--- src/sv/bvm_pkg.sv ---
package bvm_pkg;

	localparam int SAMPLE_W = 12;
	localparam int SUM_W    = 16;
	localparam int CNT_W    = 4;
	localparam int MV_W     = 14;
	localparam int PCT_W    = 7;

	localparam int SAMPLE_COUNT_DEF = 10;

	// shift-add multiplier: 25-bit multiplicand, 12-bit multiplier
	localparam int MCAND_W   = 25;
	localparam int MPLIER_W  = 12;
	localparam int PROD_W    = MCAND_W + MPLIER_W;
	localparam int MUL_CNT_W = $clog2(MPLIER_W + 1);

	// restoring divider: one quotient bit per cycle
	localparam int DVD_W     = 21;
	localparam int DVS_W     = 14;
	localparam int DIV_CNT_W = $clog2(DVD_W + 1);

	// calibration in Q24, divider ratio in Q16
	localparam int ACC_W = PROD_W + 1;
	localparam logic [MCAND_W-1:0] CAL_C2_MAG = MCAND_W'(2984);
	localparam logic [MCAND_W-1:0] CAL_C1     = MCAND_W'(29925134);
	localparam logic [ACC_W-1:0]   CAL_B      = ACC_W'(64'd19213267763);
	localparam logic [MCAND_W-1:0] DIV_K      = MCAND_W'(283266);
	localparam int PIN_LSB = 24;
	localparam int MV_LSB  = 16;

	localparam logic [MV_W-1:0]  EMPTY_MV_RST = MV_W'(10900);
	localparam logic [MV_W-1:0]  FULL_MV_RST  = MV_W'(12460);
	localparam logic [PCT_W-1:0] PCT_ZERO     = PCT_W'(0);
	localparam logic [PCT_W-1:0] PCT_ONE      = PCT_W'(1);
	localparam logic [PCT_W-1:0] PCT_FULL     = PCT_W'(100);

	typedef enum logic [0:0] {
		REG_EMPTY_MV = 1'b0,
		REG_FULL_MV  = 1'b1
	} cfg_reg_t;

endpackage

--- src/sv/bvm_serial_mul.sv ---
module bvm_serial_mul (
	input  logic                          clk,
	input  logic                          arst_n,
	input  logic                          start,
	input  logic [bvm_pkg::MCAND_W-1:0]   mcand,
	input  logic [bvm_pkg::MPLIER_W-1:0]  mplier,
	output logic                          done,
	output logic [bvm_pkg::PROD_W-1:0]    prod
);

	logic                            busy_q;
	logic                            done_q;
	logic [bvm_pkg::MUL_CNT_W-1:0]   cnt_q;
	logic [bvm_pkg::MCAND_W-1:0]     mcand_q;
	logic [bvm_pkg::PROD_W-1:0]      prod_q;
	logic [bvm_pkg::MCAND_W:0]       part_sum;

	// upper half plus the multiplicand when the current multiplier bit is set
	assign part_sum = {1'b0, prod_q[bvm_pkg::PROD_W-1:bvm_pkg::MPLIER_W]}
		+ (prod_q[0] ? {1'b0, mcand_q} : '0);

	always_ff @(posedge clk or negedge arst_n) begin
		if (!arst_n) begin
			busy_q <= 1'b0;
			done_q <= 1'b0;
			cnt_q  <= '0;
		end else if (start) begin
			busy_q <= 1'b1;
			done_q <= 1'b0;
			cnt_q  <= '0;
		end else if (busy_q) begin
			cnt_q <= cnt_q + 1'b1;
			if (cnt_q == bvm_pkg::MUL_CNT_W'(bvm_pkg::MPLIER_W - 1)) begin
				busy_q <= 1'b0;
				done_q <= 1'b1;
			end
		end else begin
			done_q <= 1'b0;
		end
	end

	always_ff @(posedge clk) begin
		if (start) begin
			mcand_q <= mcand;
			prod_q  <= {{bvm_pkg::MCAND_W{1'b0}}, mplier};
		end else if (busy_q) begin
			prod_q <= {part_sum, prod_q[bvm_pkg::MPLIER_W-1:1]};
		end
	end

	assign done = done_q;
	assign prod = prod_q;

endmodule

--- src/sv/bvm_serial_div.sv ---
module bvm_serial_div (
	input  logic                        clk,
	input  logic                        arst_n,
	input  logic                        start,
	input  logic [bvm_pkg::DVD_W-1:0]   dividend,
	input  logic [bvm_pkg::DVS_W-1:0]   divisor,
	output logic                        done,
	output logic [bvm_pkg::DVD_W-1:0]   quo
);

	logic                            busy_q;
	logic                            done_q;
	logic [bvm_pkg::DIV_CNT_W-1:0]   cnt_q;
	logic [bvm_pkg::DVS_W-1:0]       dvs_q;
	logic [bvm_pkg::DVS_W-1:0]       rem_q;
	logic [bvm_pkg::DVD_W-1:0]       quo_q;
	logic [bvm_pkg::DVS_W:0]         trial;
	logic [bvm_pkg::DVS_W+1:0]       diff;
	logic                            fits;

	assign trial = {rem_q, quo_q[bvm_pkg::DVD_W-1]};
	assign diff  = {1'b0, trial} - {2'b00, dvs_q};
	assign fits  = !diff[bvm_pkg::DVS_W+1];

	always_ff @(posedge clk or negedge arst_n) begin
		if (!arst_n) begin
			busy_q <= 1'b0;
			done_q <= 1'b0;
			cnt_q  <= '0;
		end else if (start) begin
			busy_q <= 1'b1;
			done_q <= 1'b0;
			cnt_q  <= '0;
		end else if (busy_q) begin
			cnt_q <= cnt_q + 1'b1;
			if (cnt_q == bvm_pkg::DIV_CNT_W'(bvm_pkg::DVD_W - 1)) begin
				busy_q <= 1'b0;
				done_q <= 1'b1;
			end
		end else begin
			done_q <= 1'b0;
		end
	end

	// restore on borrow: keep the trial remainder, shift in a zero
	always_ff @(posedge clk) begin
		if (start) begin
			dvs_q <= divisor;
			rem_q <= '0;
			quo_q <= dividend;
		end else if (busy_q) begin
			rem_q <= fits ? diff[bvm_pkg::DVS_W-1:0] : trial[bvm_pkg::DVS_W-1:0];
			quo_q <= {quo_q[bvm_pkg::DVD_W-2:0], fits};
		end
	end

	assign done = done_q;
	assign quo  = quo_q;

endmodule

--- src/sv/battery_voltage_monitor.sv ---
// Battery voltage monitor: block average of raw converter samples, quadratic
// calibration to pin millivolts, divider-ratio scaling and a charge percentage.
// Input channel (in_valid/in_stall, adc_sample): the first SAMPLE_COUNT beats
// are summed, one beat per cycle, and produce no result. The next beat is
// dropped and starts the evaluation; in_stall stays high until it finishes.
// Evaluation runs a restoring divide for the mean, three shift-add multiplies for
// the polynomial and the scaling, and a second divide for the percentage, all one
// bit per cycle; the second divide is skipped when the percentage is set directly
// to 0, 100 or 1. in_stall falls in the same cycle that out_valid rises, so the
// next input beat can be taken from that cycle on.
// Output channel (out_valid/out_stall): one beat carries average_reading,
// battery_mv and battery_percent from an output register. While it is stalled
// the payload holds and summing of new samples goes on; a finished evaluation
// waits for the register to drain before the block takes another beat.
// Configuration (cfg_wr_en/cfg_index/cfg_wdata) writes empty_mv (index 0) or
// full_mv (index 1); write only while the block is idle.
// Reset clears the sum, the count and the output valid and loads the
// default thresholds 10900 mV and 12460 mV.
module battery_voltage_monitor #(
	parameter int SAMPLE_COUNT = bvm_pkg::SAMPLE_COUNT_DEF
) (
	input  logic                          clk,
	input  logic                          arst_n,
	input  logic                          in_valid,
	output logic                          in_stall,
	input  logic [bvm_pkg::SAMPLE_W-1:0]  adc_sample,
	output logic                          out_valid,
	input  logic                          out_stall,
	output logic [bvm_pkg::SAMPLE_W-1:0]  average_reading,
	output logic [bvm_pkg::MV_W-1:0]      battery_mv,
	output logic [bvm_pkg::PCT_W-1:0]     battery_percent,
	input  logic                          cfg_wr_en,
	input  logic [0:0]                    cfg_index,
	input  logic [bvm_pkg::MV_W-1:0]      cfg_wdata
);

	typedef enum logic [7:0] {
		S_IDLE    = 8'b0000_0001,
		S_DIV_AVG = 8'b0000_0010,
		S_MUL1    = 8'b0000_0100,
		S_MUL2    = 8'b0000_1000,
		S_MUL3    = 8'b0001_0000,
		S_PCT     = 8'b0010_0000,
		S_DIV_PCT = 8'b0100_0000,
		S_OUT     = 8'b1000_0000
	} state_t;

	state_t                            state_q;
	logic [bvm_pkg::MV_W-1:0]          empty_q;
	logic [bvm_pkg::MV_W-1:0]          full_q;
	logic [bvm_pkg::SUM_W-1:0]         sum_q;
	logic [bvm_pkg::CNT_W-1:0]         count_q;
	logic [bvm_pkg::SAMPLE_W-1:0]      avg_q;
	logic [bvm_pkg::MV_W-1:0]          mv_q;
	logic [bvm_pkg::PCT_W-1:0]         pct_q;
	logic                              out_valid_q;
	logic [bvm_pkg::SAMPLE_W-1:0]      avg_out_q;
	logic [bvm_pkg::MV_W-1:0]          mv_out_q;
	logic [bvm_pkg::PCT_W-1:0]         pct_out_q;

	logic                              in_accept;
	logic                              avg_step;
	logic                              out_free;

	logic                              mul_start;
	logic [bvm_pkg::MCAND_W-1:0]       mul_mcand;
	logic [bvm_pkg::MPLIER_W-1:0]      mul_mplier;
	logic                              mul_done;
	logic [bvm_pkg::PROD_W-1:0]        mul_prod;

	logic                              div_start;
	logic [bvm_pkg::DVD_W-1:0]         div_dividend;
	logic [bvm_pkg::DVS_W-1:0]         div_divisor;
	logic                              div_done;
	logic [bvm_pkg::DVD_W-1:0]         div_quo;

	logic [bvm_pkg::ACC_W-1:0]         cal_acc;
	logic                              cal_neg;
	logic [bvm_pkg::MPLIER_W-1:0]      pin_mv;
	logic [bvm_pkg::MV_W:0]            mv_raw;
	logic [bvm_pkg::MV_W-1:0]          mv_sat;
	logic                              below_empty;
	logic                              above_full;
	logic                              span_zero;
	logic [bvm_pkg::DVD_W-1:0]         pct_over;
	logic [bvm_pkg::DVD_W-1:0]         pct_dividend;

	assign in_stall  = (state_q != S_IDLE);
	assign in_accept = in_valid && !in_stall;
	assign avg_step  = (count_q >= bvm_pkg::CNT_W'(SAMPLE_COUNT));
	assign out_free  = !out_valid_q || !out_stall;

	// c2*a^2 + c1*a - b evaluated as a*(c1 - |c2|*a) - b
	assign cal_acc = {1'b0, mul_prod} - bvm_pkg::CAL_B;
	assign cal_neg = cal_acc[bvm_pkg::ACC_W-1];
	assign pin_mv  = cal_acc[bvm_pkg::PIN_LSB +: bvm_pkg::MPLIER_W];

	assign mv_raw = mul_prod[bvm_pkg::MV_LSB +: bvm_pkg::MV_W + 1];
	assign mv_sat = mv_raw[bvm_pkg::MV_W] ? '1 : mv_raw[bvm_pkg::MV_W-1:0];

	assign below_empty = (mv_q < empty_q);
	assign above_full  = (mv_q > full_q);
	assign span_zero   = (full_q == empty_q);

	// (v - empty) * 99 as shifts and adds
	assign pct_over     = bvm_pkg::DVD_W'(mv_q - empty_q);
	assign pct_dividend = (pct_over << 6) + (pct_over << 5) + (pct_over << 1) + pct_over;

	always_comb begin
		mul_start    = 1'b0;
		mul_mcand    = '0;
		mul_mplier   = '0;
		div_start    = 1'b0;
		div_dividend = '0;
		div_divisor  = '0;
		case (state_q)
			S_IDLE: begin
				if (in_accept && avg_step) begin
					div_start    = 1'b1;
					div_dividend = bvm_pkg::DVD_W'(sum_q);
					div_divisor  = bvm_pkg::DVS_W'(SAMPLE_COUNT);
				end
			end
			S_DIV_AVG: begin
				if (div_done) begin
					mul_start  = 1'b1;
					mul_mcand  = bvm_pkg::CAL_C2_MAG;
					mul_mplier = div_quo[bvm_pkg::SAMPLE_W-1:0];
				end
			end
			S_MUL1: begin
				if (mul_done) begin
					mul_start  = 1'b1;
					mul_mcand  = bvm_pkg::CAL_C1 - mul_prod[bvm_pkg::MCAND_W-1:0];
					mul_mplier = avg_q;
				end
			end
			S_MUL2: begin
				if (mul_done) begin
					// a negative pin voltage scales to zero anyway
					mul_start  = 1'b1;
					mul_mcand  = bvm_pkg::DIV_K;
					mul_mplier = cal_neg ? '0 : pin_mv;
				end
			end
			S_PCT: begin
				if (!below_empty && !above_full && !span_zero) begin
					div_start    = 1'b1;
					div_dividend = pct_dividend;
					div_divisor  = full_q - empty_q;
				end
			end
			default: ;
		endcase
	end

	always_ff @(posedge clk or negedge arst_n) begin
		if (!arst_n) begin
			state_q <= S_IDLE;
			sum_q   <= '0;
			count_q <= '0;
		end else begin
			case (state_q)
				S_IDLE: begin
					if (in_accept) begin
						if (avg_step) begin
							sum_q   <= '0;
							count_q <= '0;
							state_q <= S_DIV_AVG;
						end else begin
							sum_q   <= sum_q + bvm_pkg::SUM_W'(adc_sample);
							count_q <= count_q + 1'b1;
						end
					end
				end
				S_DIV_AVG: if (div_done) state_q <= S_MUL1;
				S_MUL1:    if (mul_done) state_q <= S_MUL2;
				S_MUL2:    if (mul_done) state_q <= S_MUL3;
				S_MUL3:    if (mul_done) state_q <= S_PCT;
				S_PCT: begin
					if (below_empty || above_full || span_zero) begin
						state_q <= S_OUT;
					end else begin
						state_q <= S_DIV_PCT;
					end
				end
				S_DIV_PCT: if (div_done) state_q <= S_OUT;
				S_OUT:     if (out_free) state_q <= S_IDLE;
				default:   state_q <= S_IDLE;
			endcase
		end
	end

	always_ff @(posedge clk) begin
		if (state_q == S_DIV_AVG && div_done) begin
			avg_q <= div_quo[bvm_pkg::SAMPLE_W-1:0];
		end
		if (state_q == S_MUL3 && mul_done) begin
			mv_q <= mv_sat;
		end
		if (state_q == S_PCT) begin
			if (below_empty) begin
				pct_q <= bvm_pkg::PCT_ZERO;
			end else if (above_full) begin
				pct_q <= bvm_pkg::PCT_FULL;
			end else if (span_zero) begin
				pct_q <= bvm_pkg::PCT_ONE;
			end
		end
		if (state_q == S_DIV_PCT && div_done) begin
			pct_q <= div_quo[bvm_pkg::PCT_W-1:0] + bvm_pkg::PCT_ONE;
		end
	end

	always_ff @(posedge clk or negedge arst_n) begin
		if (!arst_n) begin
			empty_q <= bvm_pkg::EMPTY_MV_RST;
			full_q  <= bvm_pkg::FULL_MV_RST;
		end else if (cfg_wr_en) begin
			case (bvm_pkg::cfg_reg_t'(cfg_index))
				bvm_pkg::REG_EMPTY_MV: empty_q <= cfg_wdata;
				bvm_pkg::REG_FULL_MV:  full_q  <= cfg_wdata;
				default: ;
			endcase
		end
	end

	// output register: load when the previous beat is gone or leaving
	always_ff @(posedge clk or negedge arst_n) begin
		if (!arst_n) begin
			out_valid_q <= 1'b0;
		end else if (state_q == S_OUT && out_free) begin
			out_valid_q <= 1'b1;
		end else if (!out_stall) begin
			out_valid_q <= 1'b0;
		end
	end

	always_ff @(posedge clk) begin
		if (state_q == S_OUT && out_free) begin
			avg_out_q <= avg_q;
			mv_out_q  <= mv_q;
			pct_out_q <= pct_q;
		end
	end

	assign out_valid       = out_valid_q;
	assign average_reading = avg_out_q;
	assign battery_mv      = mv_out_q;
	assign battery_percent = pct_out_q;

	bvm_serial_mul u_mul (
		.clk    (clk),
		.arst_n (arst_n),
		.start  (mul_start),
		.mcand  (mul_mcand),
		.mplier (mul_mplier),
		.done   (mul_done),
		.prod   (mul_prod)
	);

	bvm_serial_div u_div (
		.clk      (clk),
		.arst_n   (arst_n),
		.start    (div_start),
		.dividend (div_dividend),
		.divisor  (div_divisor),
		.done     (div_done),
		.quo      (div_quo)
	);

endmodule
--- config.mk ---
export PLATFORM = sky130hd
export DESIGN_NAME = battery_voltage_monitor
export DESIGN_NICKNAME = d
export VERILOG_FILES = /design/src/sv/bvm_pkg.sv /design/src/sv/bvm_serial_mul.sv /design/src/sv/bvm_serial_div.sv /design/src/sv/battery_voltage_monitor.sv
export SDC_FILE = /design/constraint.sdc
export NUM_CORES = 1
export LEC_CHECK = 0
export BUFFER_PORTS_ARGS = -buffer_cell sky130_fd_sc_hd__buf_2
export CAP_MARGIN = 10
export CELL_PAD_IN_SITES_DETAIL_PLACEMENT = 1
export CELL_PAD_IN_SITES_GLOBAL_PLACEMENT = 2
export CORE_ASPECT_RATIO = 0.5
export CORE_MARGIN = 5
export CORE_UTILIZATION = 44
export CTS_CLUSTER_DIAMETER = 200
export DETAILED_ROUTE_END_ITERATION = 10
export MAX_ROUTING_LAYER = met4
export PLACE_DENSITY = 0.94
export SLEW_MARGIN = 5
export SYNTH_ARGS = -nofsm -noshare
export SYNTH_HDL_FRONTEND = slang
export SYNTH_SLANG_ARGS = --single-unit
export TNS_END_PERCENT = 30
--- constraint.sdc ---
create_clock -name clk -period 7.5 [get_ports clk]
set_input_delay 0.375 -clock clk [delete_from_list [all_inputs] [get_ports clk]]
set_output_delay 0.375 -clock clk [all_outputs]
set_load 0.05 [all_outputs]
Word-level counts from Yosys, hierarchy flattened. Index checks and enable logic that the tools add are counted.

Bitwise logic cells: 1. Reductions and logical operators: 28. Magnitude comparators: 3. Mux-type cells: 62. Equal/unequal tests: 23. Add/subtract/negate cells: 14.

Operator list (count): $mux 12 (7); $pmux 25 s3 (1); $mux 8 (9); $pmux 8 s8 (1); $add 21x21->21 (3); $mux 21 (3); $mux 25 (2); $pmux 21 s2 (1); $sub 37x35->38 const B (1); $pmux 12 s3 (1); $mux 7 (5); $mux 16 (2); $mux 14 (2); $pmux 14 s2 (1); $add 25x25->26 (1); $sub 25x25->25 const A (1); $mux 19 (1); $mux 1 (18); $add 16x12->16 (1); $mux 4 (4); $sub 15x14->16 (1); $sub 14x14->15 (1); $eq 14x14->1 (1); $gt 14x14->1 (1); other kinds (31) (62).

Output and inout port bits: 35. Register bits: 247. Input bits: 32.

Longest topological paths before layout.
Word-level depth: 7. Mapped depth: 26. Mapped depth without buffers: 24.

By module. Synthesis repeated with hierarchy kept, for this count alone.

Cell total of the unflattened synthesis: 1750. Area, all modules: 16963.8 um^2.

Modules (own cells, without submodules): battery_voltage_monitor (sequential area each 3424.5 um^2, instances 1, cells an instance 1087, area each 9869.5 um^2); bvm_serial_mul (sequential area each 1761.7 um^2, instances 1, cells an instance 396, area each 4077.7 um^2); bvm_serial_div (sequential area each 1506.4 um^2, instances 1, cells an instance 267, area each 3016.6 um^2).

Worst setup path after synthesis. Ideal clock, no wire load.

Kind: reg2reg. From: reg empty_q[4] (netlist bit). To: reg u_div.quo_q, in the netlist u_div.quo[18] (data pin). Slack: 2.372 ns. Cell stages (with the launch flop): 21. Period minus slack after synthesis: 5.128 ns. Arrival time: 4.870 ns. Buffers on the path: 0. Cells stage by stage: dfstp_2 inv_1 ha_1 a21o_1 or3_1 o21a_1 a21o_1 a21oi_1 xor2_1 inv_1 fa_1 inv_1 fa_1 inv_1 ha_1 a21o_1 a21o_1 o41ai_1 o21ai_0 xnor2_1 o21ai_1.

Word-level cells in the longest chain between the ends: 7. Elaborated cells between the ends (all ways): 15. Those cells by class: 4 x add/sub; 1 x order compare; 1 x eq/ne; 5 x mux; 4 x reduce/logical.

Ends and longest elaborated chain: start: declaration (RTL line battery_voltage_monitor.sv:49) `logic [bvm_pkg::MV_W-1:0] empty_q;`; start signal: assignment (RTL line battery_voltage_monitor.sv:217) `empty_q <= bvm_pkg::EMPTY_MV_RST;`; start signal: assignment (RTL line battery_voltage_monitor.sv:221) `bvm_pkg::REG_EMPTY_MV: empty_q <= cfg_wdata;`; $sub 14x14->15 or $lt 14x14->1 (tied branches) (RTL line battery_voltage_monitor.sv:106, battery_voltage_monitor.sv:101); $add 21x21->21 or $logic_not 1->1 (tied branches) (RTL line battery_voltage_monitor.sv:107, battery_voltage_monitor.sv:147); $add 21x21->21 or $logic_and 1x1->1 (tied branches) (2 in a row) (RTL line battery_voltage_monitor.sv:107, battery_voltage_monitor.sv:147); $mux 21 or $mux 1 (tied branches) (RTL line battery_voltage_monitor.sv:147) `if (!below_empty && !above_full && !span_zero) begin`; $pmux 21 s2 or $pmux 1 s2 (tied branches) (RTL line battery_voltage_monitor.sv:116) `case (state_q)`; $mux 21 (*) (RTL line bvm_serial_div.sv:47) `if (start) begin`; end signal: assignment (RTL line bvm_serial_div.sv:50) `quo_q <= dividend;`; end signal: assignment (RTL line bvm_serial_div.sv:53) `quo_q <= {quo_q[bvm_pkg::DVD_W-2:0], fits};`; end: declaration (RTL line bvm_serial_div.sv:16) `logic [bvm_pkg::DVD_W-1:0] quo_q;`.

Every way passes the cells marked *; elsewhere a longest branch is shown, timed or not. A chain may end at the register's enable or synchronous reset.

Worst setup path in the final report.
From: reg empty_q[2] (netlist bit). To: reg u_div.quo_q, in the netlist u_div.quo[18] (data pin).

The elaborated chain is that of the path after synthesis.

==> impl_metrics.env <==
export IMPL_status="complete, but fails checks"
export IMPL_violations="negative hold slack"
export IMPL_synth_flop_cell="edfxtp_1"
export IMPL_cts_made_buffers=25
export IMPL_power_total_mw=7.68
export IMPL_reg2reg_depth=21
export IMPL_cp_start_kind="flip-flop"
export IMPL_synth_edff_count=138
export IMPL_grt_overflow=0
export IMPL_cp_data_arrival_time_ns=5.87
export IMPL_powerDensity_nw_per_um2=432
export IMPL_cts_tree="built"
export IMPL_finalMaxSlewViolations=0
export IMPL_async_reset_ff_frac=0.283
export IMPL_vias=12400
export IMPL_ys_top_cells_by_area="edfxtp_1 26%, ha_1 10%, dfrtp_1 8.9%, dfxtp_1 4.9%, xnor2_1 3.8%"
export IMPL_layout_nets=1866
export IMPL_p_leak_nw=7.58
export IMPL_clk_pin_slew_ns=0.07
export IMPL_holdBufCountCts=0
export IMPL_cts_root_buf="clkbuf_16"
export IMPL_fin_hold_ws_ns=-0.00837
export IMPL_cp_end_kind="flip-flop"
export IMPL_grt_pass1_wl_um=70200
export IMPL_crit_start="empty_q[2]"
export IMPL_hold_class="input pin to async pin"
export IMPL_cts_max_level=1
export IMPL_ys_types=87
export IMPL_netlist_instances=1622
export IMPL_dp_worst_setup_slack_ns=1.92
export IMPL_clock_sinks=247
export IMPL_die_x_um=280
export IMPL_final_common_cell="nor2_1"
export IMPL_wl_per_cell_um=20.0
export IMPL_fp_coreArea_um2=36000
export IMPL_drive_above_1_share=0.116
export IMPL_clkLatencyLatePin_ns=0.56
export IMPL_clock_path_buffers=3
export IMPL_hold_viol_final=1
export IMPL_io_pins=67
export IMPL_dieArea_um2=40700
export IMPL_synth_top_family_by_area="compound AO/OA/AOI/OAI gates"
export IMPL_post_cts_setup_buffers=0
export IMPL_finalCritPeriodShare=0.745
export IMPL_grt_pass1_vias=12900
export IMPL_synth_compound_area_frac=0.158
export IMPL_max_freq_ghz=0.179
export IMPL_layout_common_cells="144 x nor2_1, 138 x edfxtp_1, 134 x ha_1"
export IMPL_tns_ns=0
export IMPL_numPortBuffers=66
export IMPL_worst_setup_path_type="flip-flop to flip-flop"
export IMPL_cp_depth=21
export IMPL_place_hpwl_um=32500
export IMPL_r2r_start="empty_q[2]"
export IMPL_clock_skew_ns=0.0205
export IMPL_viasPerCell=5.68
export IMPL_synth_cell_area_um2=16100
export IMPL_drt_iter0_markers=843
export IMPL_synth_simple_gate_area_share=0.152
export IMPL_ys_seq_area_frac=0.416
export IMPL_die_height_um=145
export IMPL_synth_nets=1811
export IMPL_min_period_ns=5.59
export IMPL_crit_path_frequent_cell="inv_1"
export IMPL_yosys_warnings=0
export IMPL_setup_ws_ns=1.91
export IMPL_synth_area_mux_share=0.0296
export IMPL_routabilityCongestion=0.858
export IMPL_critical_path_slowest_cell="dfstp_2"
export IMPL_ys_seq_elements=247
export IMPL_initial_core_util=0.447
export IMPL_rows=49
export IMPL_drcViolationCount=0
export IMPL_syn_to_final_growth_pct=10.5
export IMPL_wirelength_um=43600
export IMPL_yosysTopAreaCellShare=0.258
export IMPL_synth_xor_area_frac=0.0696
export IMPL_worst_slew_pin_slew_ns=1.12
export IMPL_setup_violations=0
export IMPL_max_stage_delay_ns=0.51
export IMPL_ir_worst_vdd_v=0.000260
export IMPL_grt_usage=0.216
export IMPL_dr_pass1_iters=6
export IMPL_path_buf_inv=4
export IMPL_max_cap_viol_count=0
export IMPL_crit_fanout=6
export IMPL_antenna_found_initial=0
export IMPL_ant_nets=0
export IMPL_grt_max_degree=71
export IMPL_synth_avg_cell_area_um2=9.92
export IMPL_cts_resized=0
export IMPL_path_cells="inv_1, ha_1, nor2b_1, o21ai_1, a21boi_0, o211ai_1, nand2_1, a21oi_1, xor2_1, inv_1, fa_1, inv_1, fa_1, inv_1, ha_1, a21o_1, a21o_1, o41ai_1, o21ai_0, xnor2_1, o21ai_1"
export IMPL_yosysTopAreaCell="edfxtp_1"
export IMPL_cp_top_family="compound AO/OA/AOI/OAI gates"
export IMPL_antennaDiodeCount=0
export IMPL_worstPathRequired_ns=7.78
export IMPL_rsz0062_at_grt="false"
export IMPL_yosys_area_share_adder=0.133
export IMPL_slew_headroom=0.252
-- cell families (layout without fill, tap and decap cells) --
group | count (synthesis) | in the layout
mux | 45 | 45
fa+ha+maj | 158 | 158
buf+inv | 166 | 240
flops | 247 | 247
compound gates | 383 | 383
xor+xnor | 127 | 127
simple gates | 496 | 496
-- metrics by stage --
step	cell area, um^2	utilization	hold WS [ns]	cells
after global placement	16900	0.469	0.404	2134
after global routing	17800	0.494	0.0522	2180
after detailed placement	16900	0.469	0.406	2134
final	17800	0.494	-0.00837	2180
after CTS	17800	0.494	0.0215	2180
after floorplan	16100	-	0.0794	1622
-- final cells by class --
| cell class | count | area, um^2 |
|---|---|---|
| multi-input combinational | 1209 | 8750 |
| inverter | 119 | 447 |
| clock buffer | 29 | 661 |
| sequential | 247 | 6690 |
| clock inverter | 17 | 218 |
| timing repair buffer | 75 | 400 |
| fill | 4073 | 18200 |
| tap | 484 | 606 |
-- final timing paths --
path	endpoint	slack [ns]
worst max-delay path	u_div.quo[18]	1.91
worst min-delay path	out_valid	-0.008
worst max register to register	u_div.quo[18]	1.91
worst min register to register	battery_percent[1]	0.42
max in group asynchronous	u_div.cnt_q[4]	6.82
min in group clk	empty_q[5]	0.05
-- cell usage after synthesis, types with 18 or more instances --
| cell | count |
|---|---|
| ha_1 | 134 |
| a211oi_1 | 20 |
| and2_1 | 33 |
| nand2_1 | 125 |
| fa_1 | 23 |
| dfxtp_1 | 39 |
| nand3_1 | 37 |
| xor2_1 | 57 |
| nor2_1 | 144 |
| a21o_1 | 32 |
| mux2_2 | 20 |
| mux2i_1 | 25 |
| xnor2_1 | 69 |
| a21oi_1 | 72 |
| inv_1 | 117 |
| o21ai_1 | 21 |
| o21ai_0 | 96 |
| dfrtp_1 | 57 |
| nor3_1 | 26 |
| clkbuf_1 | 31 |
| edfxtp_1 | 138 |
| or2_2 | 20 |
| o211ai_1 | 18 |
| nand2b_1 | 20 |
-- per-layer routing --
| layer | up-vias | GRT usage | wire [um] |
|---|---|---|---|
| met5 | - | - | 0 |
| met4 | 0 | 0.0418 | 898 |
| met3 | 60 | 0.0276 | 1680 |
| met2 | 199 | 0.357 | 20900 |
| met1 | 6184 | 0.291 | 20100 |
| li1 | 5949 | - | - |
-- power breakdown --
| group | total, mW | internal [mW] | switching [mW] |
|---|---|---|---|
| combinational | 3.98 | 1.71 | 2.27 |
| clock | 1.38 | 0.780 | 0.596 |
| sequential | 2.33 | 1.84 | 0.485 |
-- state kept, by name (all words and copies together) (netlist names) --
| register | cells |
|---|---|
| average_reading | 12 |
| avg_q | 12 |
| battery_mv | 14 |
| battery_percent | 7 |
| count_q | 4 |
| empty_q | 14 |
| full_q | 14 |
| mv_q | 14 |
| out_valid | 1 |
| pct_q | 7 |
| state_q | 8 |
| sum_q | 16 |
| u_div.busy_q | 1 |
| u_div.cnt_q | 5 |
| u_div.done | 1 |
| u_div.dvs_q | 14 |
| u_div.quo | 21 |
| u_div.rem_q | 14 |
| u_mul.busy_q | 1 |
| u_mul.cnt_q | 4 |
| u_mul.done | 1 |
| u_mul.mcand_q | 25 |
| u_mul.prod | 37 |
Power figures use the tool's default switching activity.
